`config.mk`:
```
export PLATFORM = sky130hd
export DESIGN_NAME = c_like_token_scanner_flat
export DESIGN_NICKNAME = d
export VERILOG_FILES = /design/src/rtl/cts_pkg.sv /design/src/rtl/cts_in_if.sv /design/src/rtl/cts_out_if.sv /design/src/rtl/cts_queue.sv /design/src/rtl/cts_scan.sv /design/src/rtl/c_like_token_scanner.sv /design/src/flat_wrapper.sv
export SDC_FILE = /design/constraint.sdc
export NUM_CORES = 1
export LEC_CHECK = 0
export BUFFER_PORTS_ARGS = -buffer_cell sky130_fd_sc_hd__buf_2
export CAP_MARGIN = 20
export CORE_MARGIN = 4
export CORE_UTILIZATION = 27
export CTS_CLUSTER_DIAMETER = 150
export CTS_CLUSTER_SIZE = 12
export DETAILED_ROUTE_END_ITERATION = 10
export PLACE_DENSITY_LB_ADDON = 0.2
export SETUP_SLACK_MARGIN = 0.02
export SLEW_MARGIN = 20
export SYNTH_ARGS = -nofsm -noshare
export SYNTH_HDL_FRONTEND = slang
export SYNTH_HIERARCHICAL = 1
export SYNTH_SLANG_ARGS = --single-unit
export TNS_END_PERCENT = 1
```
`constraint.sdc`:
```
create_clock -name clk -period 8.1 [get_ports clk]
set_input_delay 1.215 -clock clk [delete_from_list [all_inputs] [get_ports clk]]
set_output_delay 1.215 -clock clk [all_outputs]
set_load 0.005 [all_outputs]
```
`src/rtl/cts_pkg.sv`:
```
package cts_pkg;

  localparam int CTS_LINE_BITS   = 16;
  localparam int CTS_COLUMN_BITS = 12;

  // char, end flag, class, warning
  localparam int CTS_FIXED_BITS  = 14;

  localparam int CTS_MAX_RES     = 3;
  localparam int CTS_QDEPTH      = 4;
  localparam int CTS_QPTR_BITS   = $clog2(CTS_QDEPTH);
  localparam int CTS_QCNT_BITS   = $clog2(CTS_QDEPTH + 1);
  localparam int CTS_PUSH_BITS   = $clog2(CTS_MAX_RES + 1);

  localparam logic [7:0] CH_NL     = 8'h0A;
  localparam logic [7:0] CH_SLASH  = 8'h2F;
  localparam logic [7:0] CH_DQUOTE = 8'h22;
  localparam logic [7:0] CH_SQUOTE = 8'h27;

  localparam logic [2:0] CLS_STRING  = 3'd0;
  localparam logic [2:0] CLS_INTEGER = 3'd1;
  localparam logic [2:0] CLS_IDENT   = 3'd2;
  localparam logic [2:0] CLS_SYMBOL  = 3'd3;
  localparam logic [2:0] CLS_UNKNOWN = 3'd4;

  localparam logic [1:0] WARN_NONE     = 2'd0;
  localparam logic [1:0] WARN_MISMATCH = 2'd1;
  localparam logic [1:0] WARN_UNTERM   = 2'd2;

  typedef enum logic [2:0] {
    MODE_IDLE,
    MODE_WORD,
    MODE_QUOTE,
    MODE_SLASH,
    MODE_COMMENT
  } cts_mode_t;

  typedef struct packed {
    logic [2:0] cls;
    logic [1:0] warn;
  } cts_tag_t;

  localparam cts_tag_t TAG_NONE   = '{cls: CLS_STRING, warn: WARN_NONE};
  localparam cts_tag_t TAG_SYMBOL = '{cls: CLS_SYMBOL, warn: WARN_NONE};

  function automatic logic cts_is_space(logic [7:0] b);
    return (b == 8'h20) || ((b >= 8'h09) && (b <= 8'h0D));
  endfunction

  function automatic logic cts_is_quote(logic [7:0] b);
    return (b == CH_DQUOTE) || (b == CH_SQUOTE);
  endfunction

  function automatic logic cts_is_digit(logic [7:0] b);
    return (b >= 8'h30) && (b <= 8'h39);
  endfunction

  function automatic logic cts_is_alpha(logic [7:0] b);
    return ((b >= 8'h61) && (b <= 8'h7A)) || ((b >= 8'h41) && (b <= 8'h5A));
  endfunction

  function automatic logic cts_is_sym(logic [7:0] b);
    logic p;
    p = ((b >= 8'h21) && (b <= 8'h2F)) || ((b >= 8'h3A) && (b <= 8'h40)) ||
        ((b >= 8'h5B) && (b <= 8'h60)) || ((b >= 8'h7B) && (b <= 8'h7E));
    return p && !cts_is_quote(b);
  endfunction

  // class and warning from the first and last characters of a token
  function automatic cts_tag_t cts_classify(logic [7:0] f, logic [7:0] l);
    cts_tag_t t;
    t.cls  = CLS_UNKNOWN;
    t.warn = WARN_NONE;
    if (cts_is_sym(f)) begin
      t.cls = CLS_SYMBOL;
    end else if (cts_is_quote(f) && (f == l)) begin
      t.cls = CLS_STRING;
    end else if (cts_is_quote(f)) begin
      t.warn = cts_is_quote(l) ? WARN_MISMATCH : WARN_UNTERM;
    end else if (cts_is_digit(f)) begin
      t.cls = CLS_INTEGER;
    end else if (cts_is_alpha(f)) begin
      t.cls = CLS_IDENT;
    end
    return t;
  endfunction

endpackage

```
`src/rtl/cts_in_if.sv`:
```
interface cts_in_if;
  logic       valid;
  logic       ready;
  logic [7:0] source_byte;
  logic       end_of_text;

  modport source (output valid, source_byte, end_of_text, input ready);
  modport sink   (input valid, source_byte, end_of_text, output ready);
endinterface

```
`src/rtl/cts_out_if.sv`:
```
interface cts_out_if #(
  parameter int LINE_BITS   = cts_pkg::CTS_LINE_BITS,
  parameter int COLUMN_BITS = cts_pkg::CTS_COLUMN_BITS
);
  logic                   valid;
  logic                   ready;
  logic [7:0]             token_char;
  logic                   token_end;
  logic [2:0]             token_class;
  logic [1:0]             quote_warning;
  logic [LINE_BITS-1:0]   start_line;
  logic [COLUMN_BITS-1:0] start_column;

  modport source (output valid, token_char, token_end, token_class, quote_warning,
                  start_line, start_column, input ready);
  modport sink   (input valid, token_char, token_end, token_class, quote_warning,
                  start_line, start_column, output ready);
endinterface

```
`src/rtl/cts_queue.sv`:
```
module cts_queue #(
  parameter int W = 42
) (
  input  logic                              clk,
  input  logic                              rst_n,
  input  logic [cts_pkg::CTS_PUSH_BITS-1:0] push_cnt,
  input  logic [W-1:0]                      push_data [cts_pkg::CTS_MAX_RES],
  output logic                              room,
  output logic                              out_valid,
  input  logic                              out_ready,
  output logic [W-1:0]                      out_data
);
  import cts_pkg::*;

  logic [W-1:0]             mem_r [CTS_QDEPTH];
  logic [CTS_QPTR_BITS-1:0] wr_ptr_r;
  logic [CTS_QPTR_BITS-1:0] rd_ptr_r;
  logic [CTS_QCNT_BITS-1:0] cnt_r;
  logic                     pop;

  assign pop       = out_valid && out_ready;
  assign out_valid = (cnt_r != '0);
  assign out_data  = mem_r[rd_ptr_r];
  assign room      = (cnt_r <= CTS_QCNT_BITS'(CTS_QDEPTH - CTS_MAX_RES));

  always_ff @(posedge clk) begin
    if (!rst_n) begin
      wr_ptr_r <= '0;
      rd_ptr_r <= '0;
      cnt_r    <= '0;
    end else begin
      wr_ptr_r <= wr_ptr_r + CTS_QPTR_BITS'(push_cnt);
      rd_ptr_r <= rd_ptr_r + CTS_QPTR_BITS'(pop);
      cnt_r    <= cnt_r + CTS_QCNT_BITS'(push_cnt) - CTS_QCNT_BITS'(pop);
    end
  end

  always_ff @(posedge clk) begin
    for (int i = 0; i < CTS_MAX_RES; i++) begin
      if (i < push_cnt) begin
        mem_r[wr_ptr_r + CTS_QPTR_BITS'(i)] <= push_data[i];
      end
    end
  end

  a_cnt_bound: assert property (@(posedge clk) disable iff (!rst_n)
    cnt_r <= CTS_QCNT_BITS'(CTS_QDEPTH))
    else $error("result queue over depth");

  a_push_room: assert property (@(posedge clk) disable iff (!rst_n)
    (push_cnt != '0) |-> room)
    else $error("push without room");

  a_ptr_cnt: assert property (@(posedge clk) disable iff (!rst_n)
    (wr_ptr_r - rd_ptr_r) == cnt_r[CTS_QPTR_BITS-1:0])
    else $error("queue pointers disagree with count");

endmodule

```
`src/rtl/cts_scan.sv`:
```
module cts_scan #(
  parameter int LINE_BITS   = 16,
  parameter int COLUMN_BITS = 12,
  parameter int RW          = 42
) (
  input  logic                              clk,
  input  logic                              rst_n,
  input  logic                              in_valid,
  output logic                              in_ready,
  input  logic [7:0]                        source_byte,
  input  logic                              end_of_text,
  input  logic                              room,
  output logic [cts_pkg::CTS_PUSH_BITS-1:0] push_cnt,
  output logic [RW-1:0]                     push_data [cts_pkg::CTS_MAX_RES]
);
  import cts_pkg::*;

  localparam logic [LINE_BITS-1:0]   LINE_ONE = LINE_BITS'(1);
  localparam logic [COLUMN_BITS-1:0] COL_ONE  = COLUMN_BITS'(1);

  cts_mode_t              mode_r,        mode_nxt;
  logic [7:0]             held_char_r,   held_char_nxt;
  logic                   held_valid_r,  held_valid_nxt;
  logic [7:0]             first_char_r,  first_char_nxt;
  logic [LINE_BITS-1:0]   line_r,        line_nxt;
  logic [COLUMN_BITS-1:0] col_r,         col_nxt;
  logic [LINE_BITS-1:0]   tok_line_r,    tok_line_nxt;
  logic [COLUMN_BITS-1:0] tok_col_r,     tok_col_nxt;
  logic [LINE_BITS-1:0]   slash_line_r,  slash_line_nxt;
  logic [COLUMN_BITS-1:0] slash_col_r,   slash_col_nxt;

  logic                     acc;
  logic                     plain;
  logic [CTS_PUSH_BITS-1:0] n;
  logic [RW-1:0]            em [CTS_MAX_RES];
  logic [7:0]               b;

  function automatic logic [RW-1:0] pack_res(logic [7:0] ch, logic last, cts_tag_t tag,
                                             logic [LINE_BITS-1:0] ln,
                                             logic [COLUMN_BITS-1:0] col);
    return {ch, last, tag, ln, col};
  endfunction

  assign in_ready = room;
  assign acc      = in_valid && room;
  assign b        = source_byte;
  assign push_cnt = n;
  assign push_data = em;

  always_comb begin
    mode_nxt       = mode_r;
    held_char_nxt  = held_char_r;
    held_valid_nxt = held_valid_r;
    first_char_nxt = first_char_r;
    line_nxt       = line_r;
    col_nxt        = col_r;
    tok_line_nxt   = tok_line_r;
    tok_col_nxt    = tok_col_r;
    slash_line_nxt = slash_line_r;
    slash_col_nxt  = slash_col_r;
    plain          = 1'b0;
    n              = '0;
    for (int i = 0; i < CTS_MAX_RES; i++) begin
      em[i] = '0;
    end

    if (acc) begin
      // mode-specific handling
      unique case (mode_r)
        MODE_QUOTE: begin
          if (b == CH_NL) begin
            if (held_valid_nxt) begin
              em[n] = pack_res(held_char_nxt, 1'b1,
                               cts_classify(first_char_nxt, held_char_nxt),
                               tok_line_nxt, tok_col_nxt);
              n = n + 1'b1;
            end
            held_valid_nxt = 1'b0;
            mode_nxt       = MODE_IDLE;
          end else begin
            if (held_valid_nxt) begin
              em[n] = pack_res(held_char_nxt, 1'b0, TAG_NONE, tok_line_nxt, tok_col_nxt);
              n = n + 1'b1;
            end else begin
              first_char_nxt = b;
              tok_line_nxt   = line_r;
              tok_col_nxt    = col_r;
            end
            held_char_nxt  = b;
            held_valid_nxt = 1'b1;
            if (cts_is_quote(b)) begin
              mode_nxt = MODE_WORD;
            end
          end
        end
        MODE_SLASH: begin
          if (b == CH_SLASH) begin
            mode_nxt = MODE_COMMENT;
          end else begin
            // pending slash was a lone symbol
            em[n] = pack_res(CH_SLASH, 1'b1, TAG_SYMBOL, slash_line_r, slash_col_r);
            n = n + 1'b1;
            mode_nxt = MODE_IDLE;
            plain    = 1'b1;
          end
        end
        MODE_COMMENT: begin
          if (b == CH_NL) begin
            mode_nxt = MODE_IDLE;
          end
        end
        MODE_WORD: begin
          plain = 1'b1;
        end
        default: begin
          held_valid_nxt = 1'b0;
          plain          = 1'b1;
        end
      endcase

      // ordinary byte outside quotes and comments
      if (plain) begin
        priority if (cts_is_space(b) || (b == CH_SLASH) || cts_is_sym(b)) begin
          if (held_valid_nxt) begin
            em[n] = pack_res(held_char_nxt, 1'b1,
                             cts_classify(first_char_nxt, held_char_nxt),
                             tok_line_nxt, tok_col_nxt);
            n = n + 1'b1;
          end
          held_valid_nxt = 1'b0;
          if (b == CH_SLASH) begin
            slash_line_nxt = line_r;
            slash_col_nxt  = col_r;
            mode_nxt       = MODE_SLASH;
          end else begin
            mode_nxt = MODE_IDLE;
            if (!cts_is_space(b)) begin
              em[n] = pack_res(b, 1'b1, TAG_SYMBOL, line_r, col_r);
              n = n + 1'b1;
            end
          end
        end else begin
          if (held_valid_nxt) begin
            em[n] = pack_res(held_char_nxt, 1'b0, TAG_NONE, tok_line_nxt, tok_col_nxt);
            n = n + 1'b1;
          end else begin
            first_char_nxt = b;
            tok_line_nxt   = line_r;
            tok_col_nxt    = col_r;
          end
          held_char_nxt  = b;
          held_valid_nxt = 1'b1;
          mode_nxt       = cts_is_quote(b) ? MODE_QUOTE : MODE_WORD;
        end
      end

      // saturating position counters
      if (b == CH_NL) begin
        line_nxt = (&line_r) ? line_r : line_r + LINE_ONE;
        col_nxt  = COL_ONE;
      end else begin
        col_nxt  = (&col_r) ? col_r : col_r + COL_ONE;
      end

      // flush at end of text
      if (end_of_text) begin
        if (mode_nxt == MODE_SLASH) begin
          em[n] = pack_res(CH_SLASH, 1'b1, TAG_SYMBOL, slash_line_nxt, slash_col_nxt);
          n = n + 1'b1;
        end
        if (held_valid_nxt) begin
          em[n] = pack_res(held_char_nxt, 1'b1,
                           cts_classify(first_char_nxt, held_char_nxt),
                           tok_line_nxt, tok_col_nxt);
          n = n + 1'b1;
        end
        mode_nxt       = MODE_IDLE;
        held_char_nxt  = '0;
        held_valid_nxt = 1'b0;
        first_char_nxt = '0;
        line_nxt       = LINE_ONE;
        col_nxt        = COL_ONE;
        tok_line_nxt   = LINE_ONE;
        tok_col_nxt    = COL_ONE;
        slash_line_nxt = LINE_ONE;
        slash_col_nxt  = COL_ONE;
      end
    end
  end

  always_ff @(posedge clk) begin
    if (!rst_n) begin
      mode_r       <= MODE_IDLE;
      held_char_r  <= '0;
      held_valid_r <= 1'b0;
      first_char_r <= '0;
      line_r       <= LINE_ONE;
      col_r        <= COL_ONE;
      tok_line_r   <= LINE_ONE;
      tok_col_r    <= COL_ONE;
      slash_line_r <= LINE_ONE;
      slash_col_r  <= COL_ONE;
    end else begin
      mode_r       <= mode_nxt;
      held_char_r  <= held_char_nxt;
      held_valid_r <= held_valid_nxt;
      first_char_r <= first_char_nxt;
      line_r       <= line_nxt;
      col_r        <= col_nxt;
      tok_line_r   <= tok_line_nxt;
      tok_col_r    <= tok_col_nxt;
      slash_line_r <= slash_line_nxt;
      slash_col_r  <= slash_col_nxt;
    end
  end

  a_held_mode: assert property (@(posedge clk) disable iff (!rst_n)
    held_valid_r |-> (mode_r == MODE_WORD || mode_r == MODE_QUOTE))
    else $error("held char outside a word or quote");

  a_quote_held: assert property (@(posedge clk) disable iff (!rst_n)
    (mode_r == MODE_QUOTE) |-> held_valid_r)
    else $error("quote mode without held char");

  a_flush: assert property (@(posedge clk) disable iff (!rst_n)
    (acc && end_of_text) |=> (mode_r == MODE_IDLE && !held_valid_r &&
                              line_r == LINE_ONE && col_r == COL_ONE))
    else $error("state not cleared after end of text");

endmodule

```
`src/rtl/c_like_token_scanner.sv`:
```
// Byte-stream tokenizer for C-like text. One source byte is accepted per cycle
// whenever the 4-entry result queue has room for three results, one more than one byte
// can cause (at most one result already waiting). Each token character comes out
// one byte late so that the last one can carry token_end, the token class, the
// quote warning and the start line/column; a symbol comes out with no delay, while
// a lone slash is only known once the next byte (or end_of_text) arrives. Results
// leave the queue at one per cycle, so the port runs at one
// item per cycle as long as the output side keeps up; a run of bytes that each
// produce two results is paced by the output port. After the item that
// carries end_of_text, all pending output is flushed and the scanner and position
// counters return to their reset state, ready for the next text on the next cycle.
module c_like_token_scanner #(
  parameter int LINE_BITS   = cts_pkg::CTS_LINE_BITS,
  parameter int COLUMN_BITS = cts_pkg::CTS_COLUMN_BITS
) (
  input  logic          clk,
  input  logic          rst_n,
  cts_in_if.sink        in_chan,
  cts_out_if.source     out_chan
);
  import cts_pkg::*;

  // packed result: char, end, class, warning, line, column
  localparam int RW       = CTS_FIXED_BITS + LINE_BITS + COLUMN_BITS;
  localparam int OFS_LINE = COLUMN_BITS;
  localparam int OFS_WARN = COLUMN_BITS + LINE_BITS;
  localparam int OFS_CLS  = OFS_WARN + 2;
  localparam int OFS_END  = OFS_CLS + 3;
  localparam int OFS_CHAR = OFS_END + 1;

  logic                     room;
  logic [CTS_PUSH_BITS-1:0] push_cnt;
  logic [RW-1:0]            push_data [CTS_MAX_RES];
  logic [RW-1:0]            out_data;

  // per-byte scanner: mode, held char and position counters
  cts_scan #(
    .LINE_BITS   (LINE_BITS),
    .COLUMN_BITS (COLUMN_BITS),
    .RW          (RW)
  ) u_scan (
    .clk         (clk),
    .rst_n       (rst_n),
    .in_valid    (in_chan.valid),
    .in_ready    (in_chan.ready),
    .source_byte (in_chan.source_byte),
    .end_of_text (in_chan.end_of_text),
    .room        (room),
    .push_cnt    (push_cnt),
    .push_data   (push_data)
  );

  // result queue, also the output register
  cts_queue #(
    .W (RW)
  ) u_queue (
    .clk       (clk),
    .rst_n     (rst_n),
    .push_cnt  (push_cnt),
    .push_data (push_data),
    .room      (room),
    .out_valid (out_chan.valid),
    .out_ready (out_chan.ready),
    .out_data  (out_data)
  );

  // unpack the queue head onto the result fields
  assign out_chan.token_char    = out_data[OFS_CHAR +: 8];
  assign out_chan.token_end     = out_data[OFS_END];
  assign out_chan.token_class   = out_data[OFS_CLS +: 3];
  assign out_chan.quote_warning = out_data[OFS_WARN +: 2];
  assign out_chan.start_line    = out_data[OFS_LINE +: LINE_BITS];
  assign out_chan.start_column  = out_data[0 +: COLUMN_BITS];

endmodule

```
`src/flat_wrapper.sv`:
```
// flat-port wrapper written by rule: the top's interface ports become plain ports
module c_like_token_scanner_flat import cts_pkg::*;
#(
  parameter int LINE_BITS   = cts_pkg::CTS_LINE_BITS,
  parameter int COLUMN_BITS = cts_pkg::CTS_COLUMN_BITS
)
  (clk, rst_n, in_chan_valid, in_chan_source_byte, in_chan_end_of_text, in_chan_ready, out_chan_valid, out_chan_token_char, out_chan_token_end, out_chan_token_class, out_chan_quote_warning, out_chan_start_line, out_chan_start_column, out_chan_ready);
  cts_in_if in_chan_i ();
  cts_out_if #(.LINE_BITS(LINE_BITS), .COLUMN_BITS(COLUMN_BITS)) out_chan_i ();
  input  logic clk;
  input  logic rst_n;
  input wire logic [$bits(in_chan_i.valid)-1:0] in_chan_valid;
  input wire logic [$bits(in_chan_i.source_byte)-1:0] in_chan_source_byte;
  input wire logic [$bits(in_chan_i.end_of_text)-1:0] in_chan_end_of_text;
  output wire logic [$bits(in_chan_i.ready)-1:0] in_chan_ready;
  output wire logic [$bits(out_chan_i.valid)-1:0] out_chan_valid;
  output wire logic [$bits(out_chan_i.token_char)-1:0] out_chan_token_char;
  output wire logic [$bits(out_chan_i.token_end)-1:0] out_chan_token_end;
  output wire logic [$bits(out_chan_i.token_class)-1:0] out_chan_token_class;
  output wire logic [$bits(out_chan_i.quote_warning)-1:0] out_chan_quote_warning;
  output wire logic [$bits(out_chan_i.start_line)-1:0] out_chan_start_line;
  output wire logic [$bits(out_chan_i.start_column)-1:0] out_chan_start_column;
  input wire logic [$bits(out_chan_i.ready)-1:0] out_chan_ready;
  assign in_chan_i.valid = in_chan_valid;
  assign in_chan_i.source_byte = in_chan_source_byte;
  assign in_chan_i.end_of_text = in_chan_end_of_text;
  assign in_chan_ready = in_chan_i.ready;
  assign out_chan_valid = out_chan_i.valid;
  assign out_chan_token_char = out_chan_i.token_char;
  assign out_chan_token_end = out_chan_i.token_end;
  assign out_chan_token_class = out_chan_i.token_class;
  assign out_chan_quote_warning = out_chan_i.quote_warning;
  assign out_chan_start_line = out_chan_i.start_line;
  assign out_chan_start_column = out_chan_i.start_column;
  assign out_chan_i.ready = out_chan_ready;
  c_like_token_scanner #(.LINE_BITS(LINE_BITS), .COLUMN_BITS(COLUMN_BITS)) u_core (.clk(clk), .rst_n(rst_n), .in_chan(in_chan_i), .out_chan(out_chan_i));
endmodule
```
==> results.cfg <==
[yosys]
synth_area_leader_cell = edfxtp_1
async_flop_share = 0
synth_flop_cell = edfxtp_1
synth_nets = 2619
ys_ff_latch = 279
yosysWarnings = 6
synth_edf_count = 168
syn_inst = 2592
syn_area_per_cell_um2 = 7.98
netlist.area_leader.share = 0.244
yosysSeqAreaShare = 0.352
synth_area_leaders = edfxtp_1 24%, dfxtp_1 11%, nand2_1 9.9%
syn-cell-area_um2 = 20700
synth_cell_types = 96

[global_routing]
grt_first_pass_wirelength_um = 130000
track_usage = 0.206
grt-ovfl-total = 0
antenna_found_initial = 0
grt_start_max_net_pins = 85
grt_pass1_vias = 19603

[run]
max-cap-violations = 0

[clock_network]
clk_pin_slew_ps = 70
cts_buffer_depth = 3
cts_sinks = 279
holdBufCountCts = 0
cts_resized = 0
cts_root_buffer = clkbuf_16
cts_made_buffers = 27
cts_max_level = 1
postCtsSetupBuffers = 0
clk_latency_ps = 610
cts_tree = built

[floorplanning]
core-area_um2 = 75900
dieArea_um2 = 81100
io_pins = 57
dieHeight_um = 285
std_cell_rows = 101
die_w_um = 285
start_util = 0.272

[min_path]
hold-path-endpoint = u_core/u_scan/slash_line_r[0]$_SDFFE_PN1P_
hold_start = u_core/u_scan/slash_line_r[0]$_SDFFE_PN1P_
whs_path_depth = 2
hp-class = flip-flop to flip-flop

[critical_path]
critPathKind = input port to flip-flop
crit_slowest_cell = o32ai_1
critPathCaptureType = flip-flop
max_stage_delay_ps = 880
r2r_cells = 17
rr_endpoint = u_core/u_queue/mem_r[0][28]$_DFFE_PP_
crit_fanout = 22
crit_arrival_ps = 7070
startpoint = in_chan_source_byte[3]
cp.required_ps = 8550
cp_cell_sequence = buf_2 > or4b_1 > o21ai_4 > nand2_1 > ha_1 > xnor2_1 > o21ai_1 > ha_1 > mux2i_1 > inv_1 > ha_1 > and3_1 > and3_1 > inv_1 > o32ai_1 > nand2_1 > a31oi_1
r2r_start = u_core/u_scan/mode_r[1]$_SDFFE_PN0P_
worstSetupStartpointType = input port
critPathMostFrequentCell = ha_1
reg2reg_slack_ps = 2160

[sta]
hold_violations = 0
rsz0062_at_grt = false
relSlewSlack = 0.199
final.setup.tns_ps = 0
whs_ps = 530
period_minus_slack_ps = 6620
fin_crit_sh = 0.817
fin_worst_skew_ps = 24.1
max_freq_mhz = 151
finalMaxSlewViolations = 0
worst_pin_slew_ps = 1190
worst_slack_ps = 1480
setup_viol = 0

[layout]
fillCellCount = 8043
antenna_cells = 0
multi_input_area_um2 = 12300
drive_above_1_share = 0.0996
regArea_um2 = 7270
syn2layout_area_growth_pct = 9.34
final_nets = 2506

[place]
preCtsSetupSlack_ps = 1050
place_hpwl_um = 53900
numPortBuffers = 56
place.gp.congestion = 0.933

[routing]
routed_wl_um = 87300
vias = 20609
dr_wl_met3_um = 7490
met2WireLength_um = 39400
routed_via_density = 5.84
avgRoutedWirePerCell_um = 24.7
dr.pass1.iters = 6
drtAntennaViolNets = 0
first_iter_violations = 2499
wl_met1_um = 37600
drc = 0
highest_layer = met4

[pwr]
power.leakage_nw = 7.37
power_density_nw_per_um2 = 184
ir_worst_vdd_mv = 0.166

[outcome]
outcome = complete, no violations
==> synth_stat cells, drive strengths merged (24+ instances only) <==
cell / number
a21oi: 124
a22oi: 50
a31oi: 177
and2: 75
and3: 44
buf: 102
clkbuf: 157
dfxtp: 111
edfxtp: 168
inv: 24
mux2i: 77
mux4: 42
nand2: 548
nand3: 66
nor2: 290
nor2b: 24
o21ai: 114
o221ai: 26
o22a: 26
o22ai: 56
xnor2: 27
xor2: 24
==> routing by layer <==
metal,vias to the layer above,track usage
li1,9201,-
met1,9993,0.289
met2,1186,0.326
met3,229,0.0295
met4,0,0.0658
met5,-,0
==> final cells by class <==
| type | instances | area share |
|---|---|---|
| Clock inverter | 3 | 0.00255 |
| Multi-Input combinational cell | 2030 | 0.545 |
| Timing Repair Buffer | 117 | 0.0371 |
| Tap cell | 1030 | 0.0570 |
| Clock buffer | 46 | 0.0330 |
| Inverter | 24 | 0.00399 |
| Sequential cell | 279 | 0.322 |
==> stage by stage <==
| stage | total power [W] | utilization | cell area [um2] | std cells |
|---|---|---|---|---|
| finish | 0.00417 | 0.298 | 22600 | 3529 |
| global route | 0.00435 | 0.298 | 22600 | 3529 |
| CTS | 0.00420 | 0.297 | 22600 | 3528 |
| detailed placement | 0.00292 | 0.287 | 21800 | 3479 |
| global placement | 0.00291 | 0.287 | 21800 | 3479 |
| floorplan | 0.00246 | - | 20700 | 2592 |
==> power by group <==
group	internal, W	total (W)	switching [W]	leakage (nW)
logic	0.000426	0.00117	0.000743	4.54
clock network	0.000659	0.00128	0.000616	0.379
registers	0.00161	0.00172	0.000111	2.45
total	0.00270	0.00417	0.00147	7.37
==> placed cells by master, fill, tap and decap left out, drive strengths merged, types with 7 or more instances in the layout <==
cell type / n
o22ai: 56
mux2i: 77
mux4: 42
o21ai: 114
dfxtp: 111
xnor2: 27
and2: 75
and4: 7
nor3b: 7
nor3: 21
o221ai: 26
a221oi: 20
nand2b: 9
nand3: 66
a22oi: 50
o21a: 13
a21oi: 124
a211oi: 9
clkbuf: 46
inv: 25
xor2: 24
or4: 8
buf: 117
nor2: 290
nand4: 22
nand2: 548
edfxtp: 168
a31oi: 177
nor2b: 24
ha: 13
and3: 44
o22a: 26
==> worst max-delay path by stage <==
stage                                                  endpoint  slack (ps)  cells past startpoint
after global routing      u_core/u_queue/mem_r[2][27]$_DFFE_PP_        1200                     19
final                     u_core/u_queue/mem_r[0][28]$_DFFE_PP_        1480                     17
after detailed placement   u_core/u_queue/mem_r[0][3]$_DFFE_PP_        1050                     19
after floorplan            u_core/u_queue/mem_r[0][0]$_DFFE_PP_        -390                     21
after CTS                 u_core/u_queue/mem_r[2][36]$_DFFE_PP_        1690                     19
after global placement       u_core/u_queue/cnt_r[2]$_SDFF_PN0_        1070                     20
==> state kept, by name (all words and copies together), names as in the netlist <==
| register | flops |
|---|---|
| u_core/u_queue/cnt_r | 3 |
| u_core/u_queue/mem_r | 168 |
| u_core/u_queue/rd_ptr_r | 2 |
| u_core/u_queue/wr_ptr_r | 2 |
| u_core/u_scan/col_r | 12 |
| u_core/u_scan/first_char_r | 8 |
| u_core/u_scan/held_char_r | 8 |
| u_core/u_scan/held_valid_r | 1 |
| u_core/u_scan/line_r | 16 |
| u_core/u_scan/mode_r | 3 |
| u_core/u_scan/slash_col_r | 12 |
| u_core/u_scan/slash_line_r | 16 |
| u_core/u_scan/tok_col_r | 12 |
| u_core/u_scan/tok_line_r | 16 |
==> cell families (layout without fill, tap and decap cells) <==
family | Yosys count | count (layout) | synth area share
AOI/OAI and AO/OA | 686 | 686 | 0.219
xor gates and xnor gates | 51 | 51 | 0.0216
adders and majority gates | 14 | 14 | 0.00884
buffers and inverters | 283 | 190 | 0.0605
DFF | 279 | 279 | 0.352
muxes | 124 | 124 | 0.0861
and+or+nand+nor | 1155 | 1155 | 0.252
==> worst max-delay path, delay by kind of cell <==
| kind | cells | cell delay (ps) |
|---|---|---|
| AND/OR/NAND/NOR | 5 | 2140 |
| AO/OA/AOI/OAI | 4 | 1860 |
| adder cells (fa/ha/maj) | 3 | 1020 |
| buffers and inverters | 3 | 570 |
| XOR/XNOR | 1 | 160 |
| multiplexers | 1 | 100 |
Note: power is estimated with default switching activity, not from simulation.
